### config.mk
export PLATFORM = sky130hd
export DESIGN_NAME = gift_wrap_convex_hull_top
export DESIGN_NICKNAME = d
export VERILOG_FILES = /design/src/sv/gwch_pkg.sv /design/src/sv/gift_wrap_convex_hull_top.sv /design/src/sv/gwch_ram.sv
export SDC_FILE = /design/constraint.sdc
export NUM_CORES = 2
export LEC_CHECK = 0
export ABC_AREA = 1
export ABC_CLOCK_PERIOD_IN_PS = 7450
export BUFFER_PORTS_ARGS = -buffer_cell sky130_fd_sc_hd__buf_2
export CORE_MARGIN = 8
export CORE_UTILIZATION = 58
export DETAILED_ROUTE_END_ITERATION = 12
export PLACE_DENSITY = 0.73
export SLEW_MARGIN = 25
export SYNTH_ARGS = -nofsm -noshare
export SYNTH_HDL_FRONTEND = slang
export SYNTH_SLANG_ARGS = --single-unit
### constraint.sdc
create_clock -name clk -period 7.45 [get_ports clk]
set_input_delay 1.49 -clock clk [delete_from_list [all_inputs] [get_ports clk]]
set_output_delay 1.49 -clock clk [all_outputs]
set_load 0.02 [all_outputs]
### src/sv/gwch_pkg.sv
// ----------------------------------------------------------------------------
// gwch_pkg
// shared types and constants for the gift-wrapping convex hull engine
// ----------------------------------------------------------------------------
package gwch_pkg;

	localparam int COORD_W  = 16;
	localparam int STATUS_W = 2;
	localparam int DIFF_W   = COORD_W + 1;
	localparam int PROD_W   = 2 * DIFF_W;

	// result status codes
	localparam logic [STATUS_W-1:0] ST_OK   = 2'd0;
	localparam logic [STATUS_W-1:0] ST_FEW  = 2'd1;
	localparam logic [STATUS_W-1:0] ST_DROP = 2'd2;

	// sequencer states
	typedef enum logic [3:0] {
		S_LOAD,
		S_DECIDE,
		S_LM_RD,
		S_LM_CMP,
		S_CAND_RD,
		S_CAND_LD,
		S_PT_RD,
		S_PT_DIFF,
		S_PT_MUL1,
		S_PT_MUL2,
		S_PT_CMP,
		S_EMIT
	} state_t;

endpackage

### src/sv/gift_wrap_convex_hull_top.sv
// ----------------------------------------------------------------------------
// gift_wrap_convex_hull_top
// jarvis march convex hull: stores points, then walks and streams hull vertices
// ----------------------------------------------------------------------------
//
//  channel  | dir | tdata                       | tuser      | tlast
//  ---------+-----+-----------------------------+------------+--------------
//  s_*      | in  | [15:0] x_coord [31:16] y    | -          | final_point
//  m_*      | out | [15:0] hull_x [31:16] hull_y| [1:0] status | last_of_run
//
//  a point transfer is taken whenever it is offered while the block is loading
//  the final point starts the walk; s_tready stays low until the run's last
//  result sits in the output register
//  leftmost search: each stored point is read, then compared (one ram read port)
//  each hull vertex: candidate read and load, then per stored point a read,
//  differences, two passes through the shared multiplier and a compare; the
//  vertex then goes to the output register, held back while that is full and m_tready is low
//  arst_n clears the sequencer, point count and overflow flag; the point
//  store is not cleared, only entries of the current set are ever read
//
module gift_wrap_convex_hull_top #(
	parameter int MAX_POINTS = 32
) (
	input  logic        clk,
	input  logic        arst_n,
	// point input
	input  logic        s_tvalid,
	output logic        s_tready,
	input  logic [31:0] s_tdata,   // [15:0] x_coord, [31:16] y_coord
	input  logic        s_tlast,   // final_point
	// hull vertex output
	output logic        m_tvalid,
	input  logic        m_tready,
	output logic [31:0] m_tdata,   // [15:0] hull_x, [31:16] hull_y
	output logic [1:0]  m_tuser,   // [1:0] status
	output logic        m_tlast    // last_of_run
);

	import gwch_pkg::*;

	localparam int AW = (MAX_POINTS > 1) ? $clog2(MAX_POINTS) : 1;
	localparam int CW = $clog2(MAX_POINTS + 1);

	// sequencer state
	state_t state_q, state_d;

	// control registers
	logic [CW-1:0] count_q;      // points held in the current set
	logic          overflow_q;   // a point was dropped on a full store
	logic [CW-1:0] idx_q;        // scan index over stored points
	logic [CW-1:0] emit_cnt_q;   // vertices already emitted in this walk
	logic [AW-1:0] start_idx_q;
	logic [AW-1:0] cur_idx_q;
	logic [AW-1:0] cand_idx_q;

	// datapath registers
	logic [COORD_W-1:0]       cur_x_q, cur_y_q;
	logic [COORD_W-1:0]       cand_x_q, cand_y_q;
	logic [COORD_W-1:0]       pt_x_q, pt_y_q;
	logic signed [DIFF_W-1:0] dxi_q, dyi_q, dxk_q, dyk_q;
	logic signed [PROD_W-1:0] prod_q, p1_q;

	// output register
	logic                out_valid_q;
	logic [COORD_W-1:0]  out_x_q, out_y_q;
	logic [STATUS_W-1:0] out_st_q;
	logic                out_last_q;

	// store ports
	logic               wr_en;
	logic [AW-1:0]      rd_addr;
	logic [COORD_W-1:0] rd_x, rd_y;

	// combinational helpers
	logic               in_xfer;
	logic               store_full;
	logic               out_free;
	logic [CW-1:0]      nxt_cnt;
	logic [AW-1:0]      nxt_idx;
	logic               idx_last;
	logic               emit_last;
	logic               bad_set;
	logic signed [DIFF_W-1:0] mul_a, mul_b;
	logic signed [PROD_W-1:0] mul_p;

	// sequencer outputs
	logic               load_out;
	logic [STATUS_W-1:0] load_st;
	logic               load_last;
	logic               clear_set;

	assign in_xfer    = s_tvalid && s_tready;
	assign store_full = (count_q == CW'(MAX_POINTS));
	assign out_free   = !out_valid_q || m_tready;
	assign wr_en      = in_xfer && !store_full;

	// candidate starts at the index after the current vertex, wrapping
	assign nxt_cnt  = CW'(cur_idx_q) + CW'(1);
	assign nxt_idx  = (nxt_cnt == count_q) ? '0 : nxt_cnt[AW-1:0];
	assign idx_last = ((idx_q + CW'(1)) == count_q);

	// walk ends on return to the start or after the maximum vertex count
	assign emit_last = (cand_idx_q == start_idx_q) ||
	                   (emit_cnt_q == CW'(MAX_POINTS - 1));

	assign bad_set = overflow_q || (count_q < CW'(3));

	assign rd_addr = (state_q == S_CAND_RD) ? nxt_idx : idx_q[AW-1:0];

	// shared multiplier: first (xi-xc)*(yk-yc), then (yi-yc)*(xk-xc)
	assign mul_a = (state_q == S_PT_MUL2) ? dyi_q : dxi_q;
	assign mul_b = (state_q == S_PT_MUL2) ? dxk_q : dyk_q;
	assign mul_p = mul_a * mul_b;

	gwch_ram #(
		.WIDTH (COORD_W),
		.DEPTH (MAX_POINTS)
	) u_x_store (
		.clk   (clk),
		.we    (wr_en),
		.waddr (count_q[AW-1:0]),
		.wdata (s_tdata[15:0]),
		.raddr (rd_addr),
		.rdata (rd_x)
	);

	gwch_ram #(
		.WIDTH (COORD_W),
		.DEPTH (MAX_POINTS)
	) u_y_store (
		.clk   (clk),
		.we    (wr_en),
		.waddr (count_q[AW-1:0]),
		.wdata (s_tdata[31:16]),
		.raddr (rd_addr),
		.rdata (rd_y)
	);

	// next state and sequencer outputs
	always_comb begin
		state_d   = state_q;
		load_out  = 1'b0;
		load_st   = ST_OK;
		load_last = 1'b0;
		clear_set = 1'b0;
		s_tready  = 1'b0;
		case (state_q)
			S_LOAD: begin
				s_tready = 1'b1;
				if (s_tvalid && s_tlast) begin
					state_d = S_DECIDE;
				end
			end
			S_DECIDE: begin
				if (bad_set) begin
					// error result: zero coordinates, single transfer
					if (out_free) begin
						load_out  = 1'b1;
						load_st   = overflow_q ? ST_DROP : ST_FEW;
						load_last = 1'b1;
						clear_set = 1'b1;
						state_d   = S_LOAD;
					end
				end else begin
					state_d = S_LM_RD;
				end
			end
			S_LM_RD:   state_d = S_LM_CMP;
			S_LM_CMP:  state_d = idx_last ? S_CAND_RD : S_LM_RD;
			S_CAND_RD: state_d = S_CAND_LD;
			S_CAND_LD: state_d = S_PT_RD;
			S_PT_RD:   state_d = S_PT_DIFF;
			S_PT_DIFF: state_d = S_PT_MUL1;
			S_PT_MUL1: state_d = S_PT_MUL2;
			S_PT_MUL2: state_d = S_PT_CMP;
			S_PT_CMP:  state_d = idx_last ? S_EMIT : S_PT_RD;
			S_EMIT: begin
				if (out_free) begin
					load_out  = 1'b1;
					load_st   = ST_OK;
					load_last = emit_last;
					if (emit_last) begin
						clear_set = 1'b1;
						state_d   = S_LOAD;
					end else begin
						state_d = S_CAND_RD;
					end
				end
			end
			default: state_d = S_LOAD;
		endcase
	end

	always_ff @(posedge clk or negedge arst_n) begin
		if (!arst_n) begin
			state_q <= S_LOAD;
		end else begin
			state_q <= state_d;
		end
	end

	// control registers
	always_ff @(posedge clk or negedge arst_n) begin
		if (!arst_n) begin
			count_q     <= '0;
			overflow_q  <= 1'b0;
			idx_q       <= '0;
			emit_cnt_q  <= '0;
			start_idx_q <= '0;
			cur_idx_q   <= '0;
			cand_idx_q  <= '0;
			out_valid_q <= 1'b0;
		end else begin
			if (in_xfer) begin
				if (store_full) begin
					overflow_q <= 1'b1;
				end else begin
					count_q <= count_q + CW'(1);
				end
			end
			if (clear_set) begin
				count_q    <= '0;
				overflow_q <= 1'b0;
			end

			case (state_q)
				S_DECIDE: begin
					idx_q <= '0;
				end
				S_LM_CMP: begin
					// ties on x go to the later point
					if (idx_q == '0 || rd_x <= cur_x_q) begin
						start_idx_q <= idx_q[AW-1:0];
						cur_idx_q   <= idx_q[AW-1:0];
					end
					idx_q      <= idx_last ? '0 : idx_q + CW'(1);
					emit_cnt_q <= '0;
				end
				S_CAND_RD: begin
					cand_idx_q <= nxt_idx;
				end
				S_CAND_LD: begin
					idx_q <= '0;
				end
				S_PT_CMP: begin
					if (p1_q < prod_q) begin
						cand_idx_q <= idx_q[AW-1:0];
					end
					idx_q <= idx_last ? '0 : idx_q + CW'(1);
				end
				S_EMIT: begin
					if (out_free && !emit_last) begin
						cur_idx_q  <= cand_idx_q;
						emit_cnt_q <= emit_cnt_q + CW'(1);
					end
				end
				default: begin
				end
			endcase

			if (load_out) begin
				out_valid_q <= 1'b1;
			end else if (m_tready) begin
				out_valid_q <= 1'b0;
			end
		end
	end

	// datapath registers
	always_ff @(posedge clk) begin
		case (state_q)
			S_LM_CMP: begin
				if (idx_q == '0 || rd_x <= cur_x_q) begin
					cur_x_q <= rd_x;
					cur_y_q <= rd_y;
				end
			end
			S_CAND_LD: begin
				cand_x_q <= rd_x;
				cand_y_q <= rd_y;
			end
			S_PT_DIFF: begin
				pt_x_q <= rd_x;
				pt_y_q <= rd_y;
				dxi_q  <= $signed({1'b0, rd_x}) - $signed({1'b0, cur_x_q});
				dyi_q  <= $signed({1'b0, rd_y}) - $signed({1'b0, cur_y_q});
				dxk_q  <= $signed({1'b0, cand_x_q}) - $signed({1'b0, cur_x_q});
				dyk_q  <= $signed({1'b0, cand_y_q}) - $signed({1'b0, cur_y_q});
			end
			S_PT_MUL1: begin
				prod_q <= mul_p;
			end
			S_PT_MUL2: begin
				p1_q   <= prod_q;
				prod_q <= mul_p;
			end
			S_PT_CMP: begin
				// strictly counter-clockwise point replaces the candidate
				if (p1_q < prod_q) begin
					cand_x_q <= pt_x_q;
					cand_y_q <= pt_y_q;
				end
			end
			S_EMIT: begin
				if (out_free && !emit_last) begin
					cur_x_q <= cand_x_q;
					cur_y_q <= cand_y_q;
				end
			end
			default: begin
			end
		endcase

		if (load_out) begin
			out_st_q   <= load_st;
			out_last_q <= load_last;
			if (load_st == ST_OK) begin
				out_x_q <= cur_x_q;
				out_y_q <= cur_y_q;
			end else begin
				out_x_q <= '0;
				out_y_q <= '0;
			end
		end
	end

	assign m_tvalid = out_valid_q;
	assign m_tdata  = {out_y_q, out_x_q};
	assign m_tuser  = out_st_q;
	assign m_tlast  = out_last_q;

	// the point count never passes the store depth
	a_count_bound: assert property (@(posedge clk) disable iff (!arst_n)
		count_q <= CW'(MAX_POINTS))
		else $error("point count beyond store depth");

	// an error status is always a single, last transfer with zero coordinates
	a_err_result: assert property (@(posedge clk) disable iff (!arst_n)
		(m_tvalid && m_tuser != ST_OK) |-> (m_tlast && m_tdata == '0))
		else $error("error result malformed");

	// vertex indices stay within the current set while emitting
	a_idx_range: assert property (@(posedge clk) disable iff (!arst_n)
		(state_q == S_EMIT) |->
		(CW'(cand_idx_q) < count_q && CW'(start_idx_q) < count_q))
		else $error("hull index outside point set");

	// handing over the last vertex returns to loading with an empty set
	a_run_end: assert property (@(posedge clk) disable iff (!arst_n)
		(state_q == S_EMIT && out_free && emit_last) |=>
		(state_q == S_LOAD && count_q == '0 && !overflow_q))
		else $error("run did not close cleanly");

endmodule

### src/sv/gwch_ram.sv
// ----------------------------------------------------------------------------
// gwch_ram
// generic single-write, single-read ram with registered read data
// ----------------------------------------------------------------------------
module gwch_ram #(
	parameter int WIDTH = 16,
	parameter int DEPTH = 32
) (
	input  logic                     clk,
	input  logic                     we,
	input  logic [$clog2(DEPTH)-1:0] waddr,
	input  logic [WIDTH-1:0]         wdata,
	input  logic [$clog2(DEPTH)-1:0] raddr,
	output logic [WIDTH-1:0]         rdata
);

	logic [WIDTH-1:0] mem_q [DEPTH];

	always_ff @(posedge clk) begin
		if (we) begin
			mem_q[waddr] <= wdata;
		end
		rdata <= mem_q[raddr];
	end

endmodule

==> key figures <==
Status
  • Run status: completed

STA
  • Final hold vios: 0
  • Final Cycle Share: 0.953
  • Fin Hold WS: 443 ps
  • Final setup fails: 0
  • Worst Tran Pin Value: 1130 ps
  • FMAX: 141 MHz
  • Final min period: between 7000 and 8000 ps
  • Final Max Slew Viols: 0
  • TNS Setup: 0 ps
  • Slew headroom: 0.248
  • Clock Skews: around 60 ps
  • RSZ-0062 raised after global routing: false

Logic synthesis
  • Post-Syn Nets: between 7000 and 8000
  • Synth top area share: 0.542
  • Synth cell types: a little over 50
  • Top post-synthesis cells by count: nand2_1, edfxtp_1, nand3_1, inv_1, fa_1
  • Fraction of registers with async set/reset: 0.0286
  • Synthesis-stage register bit count: approximately 1400
  • Dominant synthesized flop cell: edfxtp_1
  • Mean Syn Cell Area: 10.3 um^2
  • Synth area leaders: edfxtp_1, nand2_1, fa_1
  • Cell with the most instances after synthesis: nand2_1
  • Ys Warns: 0
  • Syn Std Cell Area: 71500 um^2
  • Sequential fraction of the synthesis area: 0.565
  • Cells after Synth: 6914
  • Dominant cell type by area after synthesis: edfxtp_1
  • EDFF count, synth: 1291

Final layout
  • Fill count: 9582
  • Reg area: 40400 um^2
  • NumNets Final: 7456
  • Area growth syn-to-layout: 9.17%
  • Final non-filler cell total: 8683
  • Share of layout cells above drive strength 1: 0.0668
  • Area of the multi-input gates: about 26000 um^2
  • Fin util: 0.635

Place
  • Placed Cells: about 8400
  • Input/output buffers: 73
  • DP Wirelength: 119000 um
  • Placer Congestion: 0.932

Global routing
  • Vias in the first global route: slightly below 50000
  • Grt total ovfl: 0
  • GRT Total Usage: 0.285
  • Initial antenna violation count: 18
  • Global-route wire length before repair: ~290000 um
  • Largest net degree at the start of global routing: 178

Drt
  • Met1 WL: approximately 73000 um
  • Via count: 50200
  • Met3 wire len: 20300 um
  • DRT Wirelength: 197000 um
  • Avg Vias per Cell: 5.78
  • Detailed Routing Iterations Pass 1: 8
  • Final ANT Viol Nets: 0
  • DR WL/cell: 22.7 um
  • Residual DRC: 0
  • Uppermost routed layer: met5
  • Starting DRT DRC Count: 5990
  • Detailed route wirelength on metal2: between 90000 and 100000 um

Clock network
  • Clock transition at the registers of the reported paths: approximately 60 ps
  • H-tree levels: 4
  • Number of CTS-inserted buffers: 140
  • Clock Sinks: 1362
  • CTS tree: built
  • Clock tree buffer depth: 3
  • Skew-Pair Late Insertion Delay: 790 ps
  • Root buf cell: clkbuf_16

Die
  • DIE AREA: around 130000 um^2
  • Row Count: 129
  • Die height: 367 um
  • Core Region: 123000 um^2
  • Initial Utilization: 0.581
  • DIE WIDTH: 367 um
  • Io pins: 74

Critical path
  • CP Launch Type: register
  • Worst path top cell family by delay: adder cells
  • WP data arrival: 7580 ps
  • Crit path required time: between 7000 and 8000 ps
  • Reg-to-reg startpoint: state_q[1]
  • Worst-path maximum fanout: 29
  • Most frequent CP cell: inv_1
  • Buf/Inv on CP: 9
  • Max incr delay on CP: roughly 520 ps
  • Slowest CP cell: fa_1
  • CP Class: register to register
  • Crit path from: state_q[1]
  • Critical Path End Type: register

Power
  • Max IR drop VDD: 0.00136 V
  • Power Density: 499 nW/um^2
  • Leak Pwr: 33.2 nW

Flow run
  • Max Cap Viol: 0

Worst hold path
  • Tightest Hold Check Type: register to register
  • Hold_sp: prod_q[0]
## worst paths after layout
path                                       to  slack, ps  depth (start not counted)
worst min register to register        p1_q[0]        440                          0
max in group asynchronous       emit_cnt_q[1]       6300                          1
worst max register to register     prod_q[31]        350                         29
min in group asynchronous            m_tvalid        710                          1
worst min-delay path                  p1_q[0]        440                          0
worst max-delay path               prod_q[31]        350                         29
## report_power, final
| group | switching, mW | internal, mW |
|---|---|---|
| Combinational | 13.6 | 7.99 |
| Clock | 3.01 | 3.78 |
| Sequential | 0.429 | 10.1 |
| Total | 17.1 | 21.9 |
## worst reg2reg max path: cells and delay by family, from the launching register on
| family | cells | cell delay, ps |
|---|---|---|
| buffers and inverters | 9 | 1090 |
| AO/OA/AOI/OAI | 2 | 420 |
| XOR/XNOR | 1 | 140 |
| AND/OR/NAND/NOR | 10 | 1490 |
| adder cells (fa/ha/maj) | 7 | 3240 |
| flip-flops | 1 | 440 |
## sequential cells by signal, indices dropped and copies added, names as in the netlist, 17 cells and up
| name | cells |
|---|---|
| u_x_store.mem_q | 512 |
| u_y_store.mem_q | 512 |
| p1_q | 34 |
| prod_q | 34 |
| dxi_q | 17 |
| dxk_q | 17 |
| dyi_q | 17 |
| dyk_q | 17 |
## metrics by stage
stage,cell area (um^2),total power [mW],setup WS [ps]
6_report,78100,39.0,352
5_1_grt,78000,42.1,12.0
2_1_floorplan,71500,26.6,93.5
3_3_place_gp,73500,32.0,254
3_5_place_dp,73600,32.2,182
4_1_cts,78000,39.1,146
## repair_timing
action / CTS / global route
endpoints found under the setup margin: 0 / 15
hold buffers: 0 / 0
resized for setup: 0 / 11
setup buffers: 0 / 3
## cell type report
class,count,share of cell area
Sequential cell,1362,0.517
Multi-Input combinational cell,4135,0.328
Inverter,1091,0.0528
Clock buffer,180,0.0477
Tap cell,1637,0.0262
Timing Repair Buffer,199,0.0188
Clock inverter,70,0.00880
Antenna cell,9,0.000289
## per-layer routing
metal,GRT usage,vias up
met5,0,-
met4,0.122,4
met3,0.0549,535
met2,0.466,2668
met1,0.374,24200
li1,-,22800
## logic make-up after synthesis
logic type,synth area share
flip-flops,0.565
multiplexers,0.000560
buffers and inverters,0.0823
AND/OR/NAND/NOR,0.199
XOR/XNOR,0.0131
adder cells (fa/ha/maj),0.117
AO/OA/AOI/OAI,0.0235
## layout by cell type (no fill, tap or decap), drive strengths merged, types with 61 or more instances in the layout
master | netlist | routed
ha | 190 | 190
edfxtp | 1291 | 1291
nand3b | 130 | 130
fa | 300 | 300
o21ai | 111 | 111
nand3 | 1145 | 1145
clkbuf | 103 | 180
nand2 | 1655 | 1655
inv | 1083 | 1088
xor2 | 61 | 61
a21oi | 117 | 117
buf | 223 | 199
nor2 | 268 | 268
Note: power is estimated with default switching activity, not from simulation.
